### config.mk
export PLATFORM = sky130hd
export DESIGN_NAME = unit_normal_compress_16bit_flat
export DESIGN_NICKNAME = d
export VERILOG_FILES = /design/src/unc_pkg.sv /design/src/unc_if.sv /design/src/unc_prep.sv /design/src/unc_div_step.sv /design/src/unc_pack.sv /design/src/unit_normal_compress_16bit.sv /design/src/flat_wrapper.sv
export SDC_FILE = /design/constraint.sdc
export NUM_CORES = 1
export LEC_CHECK = 0
export BUFFER_PORTS_ARGS = -buffer_cell sky130_fd_sc_hd__buf_2
export CAP_MARGIN = 25
export CORE_MARGIN = 8
export CORE_UTILIZATION = 37
export CTS_CLUSTER_SIZE = 10
export DETAILED_ROUTE_END_ITERATION = 12
export HOLD_SLACK_MARGIN = 0.05
export PLACE_DENSITY = 0.53
export SLEW_MARGIN = 40
export SYNTH_ARGS = -nofsm -noshare
export SYNTH_HDL_FRONTEND = slang
export SYNTH_SLANG_ARGS = --single-unit
### constraint.sdc
create_clock -name clk -period 23.5 [get_ports clk]
set_input_delay 2.35 -clock clk [delete_from_list [all_inputs] [get_ports clk]]
set_output_delay 2.35 -clock clk [all_outputs]
set_load 0.1 [all_outputs]
### src/unc_pkg.sv
// Package for the unit normal compressor: quantization constants, code layout
// and the control word that travels down the pipeline.
// No dependencies.
package unc_pkg;

    localparam int unsigned QBITS = 7;
    localparam int unsigned CODE_WIDTH = 16;

    localparam logic [QBITS-1:0] QUANT_MAX = 7'd126;
    localparam logic [QBITS-1:0] FOLD_BASE = 7'd127;
    localparam logic [QBITS-1:0] FOLD_LIMIT = 7'd64;

    typedef logic [QBITS-1:0] quant_t;

    typedef struct packed {
        logic       valid;
        logic [2:0] neg;
        logic       zero;
    } unc_ctrl_t;

endpackage

### src/unc_if.sv
// Request channels of the unit normal compressor: the vector input and the
// code output, each with valid, ready and payload. Depends on nothing.
interface unc_in_if #(
    parameter int unsigned W = 16
);
    logic                valid;
    logic                ready;
    logic signed [W-1:0] x_value;
    logic signed [W-1:0] y_value;
    logic signed [W-1:0] z_value;

    modport source (output valid, output x_value, output y_value, output z_value,
                    input ready);
    modport sink (input valid, input x_value, input y_value, input z_value,
                  output ready);
endinterface

interface unc_out_if;
    logic        valid;
    logic        ready;
    logic [15:0] packed_code;
    logic        zero_vector;

    modport source (output valid, output packed_code, output zero_vector, input ready);
    modport sink (input valid, input packed_code, input zero_vector, output ready);
endinterface

### src/unc_prep.sv
// Front of the pipeline: sign split and magnitudes, then the sum of the
// magnitudes and the scaled numerators. Two register stages. Uses unc_pkg.
module unc_prep #(
    parameter int unsigned W = 16
) (
    input  logic                     clk,
    input  logic                     rst_n,
    input  logic                     en,
    input  logic                     in_valid,
    input  logic [W-1:0]             x_value,
    input  logic [W-1:0]             y_value,
    input  logic [W-1:0]             z_value,
    output unc_pkg::unc_ctrl_t       ctrl,
    output logic [W:0]               den,
    output logic [W+6:0]             num_x,
    output logic [W+6:0]             num_y
);
    import unc_pkg::*;

    localparam int unsigned RW = W + 7;

    logic             valid_a_reg;
    logic [2:0]       neg_a_reg;
    logic [W-1:0]     mag_x_reg, mag_y_reg, mag_z_reg;
    logic [W-1:0]     mag_x_next, mag_y_next, mag_z_next;
    unc_ctrl_t        ctrl_reg, ctrl_next;
    logic [W:0]       den_reg, den_next;
    logic [RW-1:0]    num_x_reg, num_y_reg, num_x_next, num_y_next;
    logic [RW-1:0]    ext_x, ext_y;

    always_comb
    begin
        mag_x_next = x_value[W-1] ? (~x_value + 1'b1) : x_value;
        mag_y_next = y_value[W-1] ? (~y_value + 1'b1) : y_value;
        mag_z_next = z_value[W-1] ? (~z_value + 1'b1) : z_value;
    end

    // Numerator is 126 times the magnitude, formed as 128m - 2m.
    always_comb
    begin
        ext_x = {{(RW-W){1'b0}}, mag_x_reg};
        ext_y = {{(RW-W){1'b0}}, mag_y_reg};
        num_x_next = (ext_x << 7) - (ext_x << 1);
        num_y_next = (ext_y << 7) - (ext_y << 1);
        den_next = {1'b0, mag_x_reg} + {1'b0, mag_y_reg} + {1'b0, mag_z_reg};
        ctrl_next.valid = valid_a_reg;
        ctrl_next.neg = neg_a_reg;
        ctrl_next.zero = (den_next == '0);
    end

    always_ff @(posedge clk or negedge rst_n)
    begin
        if (!rst_n)
        begin
            valid_a_reg <= 1'b0;
            ctrl_reg <= '0;
        end
        else if (en)
        begin
            valid_a_reg <= in_valid;
            ctrl_reg <= ctrl_next;
        end
    end

    always_ff @(posedge clk)
    begin
        if (en)
        begin
            neg_a_reg <= {x_value[W-1], y_value[W-1], z_value[W-1]};
            mag_x_reg <= mag_x_next;
            mag_y_reg <= mag_y_next;
            mag_z_reg <= mag_z_next;
            den_reg <= den_next;
            num_x_reg <= num_x_next;
            num_y_reg <= num_y_next;
        end
    end

    assign ctrl = ctrl_reg;
    assign den = den_reg;
    assign num_x = num_x_reg;
    assign num_y = num_y_reg;

endmodule

### src/unc_div_step.sv
// One restoring division stage: resolves quotient bit BIT for the x and y
// lanes against the shared divisor. Uses unc_pkg.
module unc_div_step #(
    parameter int unsigned W   = 16,
    parameter int unsigned BIT = 6
) (
    input  logic                clk,
    input  logic                rst_n,
    input  logic                en,
    input  unc_pkg::unc_ctrl_t  ctrl_in,
    input  logic [W:0]          den_in,
    input  logic [W+6:0]        rem_x_in,
    input  logic [W+6:0]        rem_y_in,
    input  unc_pkg::quant_t     q_x_in,
    input  unc_pkg::quant_t     q_y_in,
    output unc_pkg::unc_ctrl_t  ctrl_out,
    output logic [W:0]          den_out,
    output logic [W+6:0]        rem_x_out,
    output logic [W+6:0]        rem_y_out,
    output unc_pkg::quant_t     q_x_out,
    output unc_pkg::quant_t     q_y_out
);
    import unc_pkg::*;

    localparam int unsigned RW = W + 7;

    unc_ctrl_t     ctrl_reg;
    logic [W:0]    den_reg;
    logic [RW-1:0] rem_x_reg, rem_y_reg, rem_x_next, rem_y_next;
    quant_t        q_x_reg, q_y_reg, q_x_next, q_y_next;
    logic [RW:0]   dshift;
    logic          take_x, take_y;

    always_comb
    begin
        dshift = {{(RW-W){1'b0}}, den_in} << BIT;
        take_x = ({1'b0, rem_x_in} >= dshift);
        take_y = ({1'b0, rem_y_in} >= dshift);
        rem_x_next = take_x ? (rem_x_in - dshift[RW-1:0]) : rem_x_in;
        rem_y_next = take_y ? (rem_y_in - dshift[RW-1:0]) : rem_y_in;
        q_x_next = q_x_in;
        q_y_next = q_y_in;
        q_x_next[BIT] = take_x;
        q_y_next[BIT] = take_y;
    end

    always_ff @(posedge clk or negedge rst_n)
    begin
        if (!rst_n)
        begin
            ctrl_reg <= '0;
        end
        else if (en)
        begin
            ctrl_reg <= ctrl_in;
        end
    end

    always_ff @(posedge clk)
    begin
        if (en)
        begin
            den_reg <= den_in;
            rem_x_reg <= rem_x_next;
            rem_y_reg <= rem_y_next;
            q_x_reg <= q_x_next;
            q_y_reg <= q_y_next;
        end
    end

    assign ctrl_out = ctrl_reg;
    assign den_out = den_reg;
    assign rem_x_out = rem_x_reg;
    assign rem_y_out = rem_y_reg;
    assign q_x_out = q_x_reg;
    assign q_y_out = q_y_reg;

endmodule

### src/unc_pack.sv
// Last stage: clamps the quotients, folds the triangle and packs the 16-bit
// code into the output register. Uses unc_pkg and unc_out_if.
module unc_pack (
    input  logic               clk,
    input  logic               rst_n,
    input  logic               en,
    input  unc_pkg::unc_ctrl_t ctrl,
    input  unc_pkg::quant_t    q_x,
    input  unc_pkg::quant_t    q_y,
    unc_out_if.source          code
);
    import unc_pkg::*;

    logic        valid_reg;
    logic [15:0] code_reg, code_next;
    logic        zero_reg;
    quant_t      cx, cy, fx, fy;

    always_comb
    begin
        cx = (q_x > QUANT_MAX) ? QUANT_MAX : q_x;
        cy = (q_y > QUANT_MAX) ? QUANT_MAX : q_y;
        if (cx >= FOLD_LIMIT)
        begin
            fx = FOLD_BASE - cx;
            fy = FOLD_BASE - cy;
        end
        else
        begin
            fx = cx;
            fy = cy;
        end
        if (ctrl.zero)
        begin
            code_next = {ctrl.neg, 13'd0};
        end
        else
        begin
            code_next = {ctrl.neg, fx[5:0], fy};
        end
    end

    always_ff @(posedge clk or negedge rst_n)
    begin
        if (!rst_n)
        begin
            valid_reg <= 1'b0;
        end
        else if (en)
        begin
            valid_reg <= ctrl.valid;
        end
    end

    always_ff @(posedge clk)
    begin
        if (en)
        begin
            code_reg <= code_next;
            zero_reg <= ctrl.zero;
        end
    end

    assign code.valid = valid_reg;
    assign code.packed_code = code_reg;
    assign code.zero_vector = zero_reg;

endmodule

### src/unit_normal_compress_16bit.sv
// Top level of the unit normal compressor: 16-bit octahedral-style code from
// a signed 3-component vector. Uses unc_pkg, unc_if, unc_prep, unc_div_step, unc_pack.
//
//   Channel  Direction  Payload
//   vec      in         x_value, y_value, z_value (COMPONENT_WIDTH bits, signed)
//   code     out        packed_code (16 bits), zero_vector (1 bit)
//
// One vector is accepted per cycle while the output is not stalled.
// The pipeline holds the unc_prep front stages, seven restoring division stages (one quotient bit each) and unc_pack.
// Reset clears only the valid bits and control words of the pipeline.
// A stalled output freezes the whole pipeline, and the input is not ready then.
module unit_normal_compress_16bit #(
    parameter int unsigned COMPONENT_WIDTH = 16
) (
    input  logic    clk,
    input  logic    rst_n,
    unc_in_if.sink  vec,
    unc_out_if.source code
);
    import unc_pkg::*;

    localparam int unsigned W = COMPONENT_WIDTH;
    localparam int unsigned NSTEP = QBITS;

    logic          en;
    unc_ctrl_t     ctrl_s [0:NSTEP];
    logic [W:0]    den_s  [0:NSTEP];
    logic [W+6:0]  rem_x_s [0:NSTEP];
    logic [W+6:0]  rem_y_s [0:NSTEP];
    quant_t        q_x_s  [0:NSTEP];
    quant_t        q_y_s  [0:NSTEP];

    assign en = !code.valid || code.ready;
    assign vec.ready = en;

    unc_prep #(
        .W (W)
    ) u_prep (
        .clk      (clk),
        .rst_n    (rst_n),
        .en       (en),
        .in_valid (vec.valid),
        .x_value  (vec.x_value),
        .y_value  (vec.y_value),
        .z_value  (vec.z_value),
        .ctrl     (ctrl_s[0]),
        .den      (den_s[0]),
        .num_x    (rem_x_s[0]),
        .num_y    (rem_y_s[0])
    );

    assign q_x_s[0] = '0;
    assign q_y_s[0] = '0;

    for (genvar k = 0; k < NSTEP; k++)
    begin : g_div
        unc_div_step #(
            .W   (W),
            .BIT (NSTEP - 1 - k)
        ) u_step (
            .clk       (clk),
            .rst_n     (rst_n),
            .en        (en),
            .ctrl_in   (ctrl_s[k]),
            .den_in    (den_s[k]),
            .rem_x_in  (rem_x_s[k]),
            .rem_y_in  (rem_y_s[k]),
            .q_x_in    (q_x_s[k]),
            .q_y_in    (q_y_s[k]),
            .ctrl_out  (ctrl_s[k+1]),
            .den_out   (den_s[k+1]),
            .rem_x_out (rem_x_s[k+1]),
            .rem_y_out (rem_y_s[k+1]),
            .q_x_out   (q_x_s[k+1]),
            .q_y_out   (q_y_s[k+1])
        );
    end

    unc_pack u_pack (
        .clk   (clk),
        .rst_n (rst_n),
        .en    (en),
        .ctrl  (ctrl_s[NSTEP]),
        .q_x   (q_x_s[NSTEP]),
        .q_y   (q_y_s[NSTEP]),
        .code  (code)
    );

    // A zero vector carries no signs and no quanta.
    a_zero_code: assert property (@(posedge clk) disable iff (!rst_n)
        code.valid && code.zero_vector |-> code.packed_code == 16'd0)
        else $error("zero vector with nonzero code");

    // Unfolded quanta sum to at most 126 and folded ones to at least 128.
    a_fold_split: assert property (@(posedge clk) disable iff (!rst_n)
        code.valid && !code.zero_vector |->
        ({2'b00, code.packed_code[12:7]} + {1'b0, code.packed_code[6:0]}) != 8'd127)
        else $error("quanta violate the fold invariant");

    // Division remainders stay below the divisor after the last step.
    a_rem_range: assert property (@(posedge clk) disable iff (!rst_n)
        ctrl_s[NSTEP].valid && !ctrl_s[NSTEP].zero |->
        rem_x_s[NSTEP] < {6'd0, den_s[NSTEP]} && rem_y_s[NSTEP] < {6'd0, den_s[NSTEP]})
        else $error("division remainder out of range");

endmodule

### src/flat_wrapper.sv
// flat-port wrapper written by rule: the top's interface ports become plain ports
module unit_normal_compress_16bit_flat import unc_pkg::*;
#(
    parameter int unsigned COMPONENT_WIDTH = 16
)
  (clk, rst_n, vec_valid, vec_x_value, vec_y_value, vec_z_value, vec_ready, code_valid, code_packed_code, code_zero_vector, code_ready);
  unc_in_if #(.W(16)) vec_i ();
  unc_out_if code_i ();
  input  logic clk;
  input  logic rst_n;
  input wire logic [$bits(vec_i.valid)-1:0] vec_valid;
  input wire logic [$bits(vec_i.x_value)-1:0] vec_x_value;
  input wire logic [$bits(vec_i.y_value)-1:0] vec_y_value;
  input wire logic [$bits(vec_i.z_value)-1:0] vec_z_value;
  output wire logic [$bits(vec_i.ready)-1:0] vec_ready;
  output wire logic [$bits(code_i.valid)-1:0] code_valid;
  output wire logic [$bits(code_i.packed_code)-1:0] code_packed_code;
  output wire logic [$bits(code_i.zero_vector)-1:0] code_zero_vector;
  input wire logic [$bits(code_i.ready)-1:0] code_ready;
  assign vec_i.valid = vec_valid;
  assign vec_i.x_value = vec_x_value;
  assign vec_i.y_value = vec_y_value;
  assign vec_i.z_value = vec_z_value;
  assign vec_ready = vec_i.ready;
  assign code_valid = code_i.valid;
  assign code_packed_code = code_i.packed_code;
  assign code_zero_vector = code_i.zero_vector;
  assign code_i.ready = code_ready;
  unit_normal_compress_16bit #(.COMPONENT_WIDTH(COMPONENT_WIDTH)) u_core (.clk(clk), .rst_n(rst_n), .vec(vec_i), .code(code_i));
endmodule
==> impl_metrics.yaml <==
synth:
  syn_area_per_cell_um2: 11.3
  synth_top_area_share: 0.469
  synth.area.top_cells: "edfxtp_1, ha_1, xnor2_1"
  synthesis.nets: 3489
  syn_area_mm2: 0.0353
  syn_inst: 3132
  synth-edff-count: 551
  yosys_register_bits: 593
  post-synth-top-count-cell: "edfxtp_1"
  yosysWarnings: 0
  synthTopCellsByCount: "edfxtp_1, ha_1, inv_1"
  yosysSeqAreaShare: 0.498
  yosys.area.top_type: "edfxtp_1"
  ys.flop_type: "edfxtp_1"
  async_flop_share: 0.0708
  ys_types: 81
clocking:
  cts_tree: "built"
  root_buffer: "clkbuf_16"
  post-cts-setup-buffers: 0
  cts_resized: 0
  numCtsBuffers: 72
  cts_sinks: 593
  clk_latency_ns: 0.61
  clk_pin_slew_ns: 0.05
  cts_htree_levels: 3
  cts_hold_buf: 0
  clockBufferDepth: 3
global_routing:
  grt_use_met2: 0.285
  grt_remaining_overflow: 0
  first_global_vias: 24000
  grt.met1_usage: 0.164
  grt_busiest_layer: "met2"
  met3_usage: 0.0228
  grt_max_degree: 149
  grt_pass1_wl_um: 127000
  antenna_found_initial: 0
  grtUsageTotal: 0.149
final_layout:
  final_nets: 3596
  fillers: 9110
  syn_to_final_growth_pct: 11.4
  final_cell_count_no_fill: 4538
  num_antenna_cells: 0
  drive_gt1_frac: 0.0883
drt:
  drc: 0
  wl_um: 80500
  wl_per_cell_um: 17.7
  first_iter_violations: 1054
  ant_nets: 0
  viasPerCell: 5.13
  drt_first_pass_iters: 5
  vias: 23300
status:
  status: "completed"
timing:
  rsz0062_at_grt: "no"
  setup_violations: 0
  relSlewSlack: 0.454
  fin_worst_skew_ns: 0.0298
  fmax_ghz: 0.172
  maxSlewViolCount: 0
  period_needed_ns: 5.81
  min_period_over_period: 0.247
  worstMarginPinSlew_ns: 0.811
  setup-tns-final_ns: 0
  hold_viol_final: 0
  hold_slack_ns: 0.403
floorplan:
  die_h_um: 325
  coreArea_mm2: 0.0947
  die-area_mm2: 0.106
  ioPinCount: 71
  start_util: 0.373
  fp.dieW_um: 325
  rows: 113
run:
  cap_violations: 0
critical_path:
  rr_worst_depth: 11
  r2r_end: "u_core.u_prep.ctrl[0]$_DFFE_PN0P_"
  path_class: "in -> out"
  reg2reg_slack_ns: 19.21
  crit_required_ns: 21.15
  cp_max_fo: 41
  endpoint: "vec_ready"
  setup.worst_path.start: "code_ready"
  critPathCaptureType: "output pin"
  worstReg2RegStart: "u_core.u_prep.mag_x_reg[1]$_DFFE_PP_"
  critPathArrivalTime_ns: 3.46
  worst_setup_path_start_kind: "input pin"
worst_hold_path:
  min_path_type: "reg -> reg"
  hold_start: "u_core.g_div[4].u_step.q_x_out[6]$_DFFE_PP_"
placement:
  dpl.hpwl_um: 64000
  dp_cells: 4429
  io_buffers: 70
  gp_congestion: 0.903
[stage by stage]
stage | utilization | worst slack [ns] | area [um^2]
4_1_cts | 0.415 | 17.63 | 39300
6_report | 0.415 | 17.69 | 39300
3_5_place_dp | 0.393 | 16.98 | 37200
3_3_place_gp | 0.393 | 17.03 | 37200
2_1_floorplan | - | 2.67 | 35300
5_1_grt | 0.415 | 17.51 | 39300
[critical path, cell delays in order]
cell	delay, ns
buf_2	0.08
nand2b_4	0.47
buf_2	0.55
[cell usage in the layout (no fill, tap or decap), drive strengths merged, types with 51 or more instances in the layout]
cell type    n
edfxtp     551
ha         276
inv        228
nor2       219
nand2      193
a21oi      186
o21ai      178
xnor2      172
mux2       126
clkbuf      96
buf         88
xor2        80
nor3        74
a21o        70
nand3       63
o21a        55
nand2b      51
[layer usage]
metal / vias up / part of all wire
met3: 154 / 0.025
met4: 0 / 0.042
met2: 350 / 0.52
met1: 10900 / 0.41
met5: - / 0
li1: 11900 / -
[area by class of cell]
class                           instances  area [um^2]  share of cell area
Clock buffer                           96         1980              0.0503
Clock inverter                         12         66.3             0.00169
Inverter                              227          852              0.0217
Multi-Input combinational cell       2257        16700               0.425
Sequential cell                       593        17600               0.447
Tap cell                             1265         1580              0.0403
Timing Repair Buffer                   88          536              0.0136
[worst min-delay path by stage]
| stage | slack, ns | cells past startpoint | end |
|---|---|---|---|
| 4_1_cts | 0.40 | 0 | u_core.g_div[5].u_step.q_x_out[6]$_DFFE_PP_ |
| 6_report | 0.40 | 0 | u_core.g_div[5].u_step.q_x_out[6]$_DFFE_PP_ |
| 2_1_floorplan | 0.40 | 0 | u_core.g_div[1].u_step.q_x_out[6]$_DFFE_PP_ |
| 3_5_place_dp | 0.40 | 0 | u_core.g_div[2].u_step.q_y_out[6]$_DFFE_PP_ |
| 3_3_place_gp | 0.40 | 0 | u_core.g_div[5].u_step.q_x_out[6]$_DFFE_PP_ |
| 5_1_grt | 0.41 | 0 | u_core.g_div[5].u_step.q_x_out[6]$_DFFE_PP_ |
[kinds of logic (layout without fill, tap and decap cells)]
family	after synthesis	after routing	share of synthesized area
AND/OR/NAND/NOR	818	818	0.114
multiplexers	141	141	0.0444
flip-flops	593	593	0.498
XOR/XNOR	252	252	0.0625
AO/OA/AOI/OAI	741	741	0.136
adder cells (fa/ha/maj)	305	305	0.114
buffers and inverters	282	423	0.0302
Power is left out: the tool's default activity adds up to more than one toggle a clock period on the data nets, which glitch-free logic cannot reach.
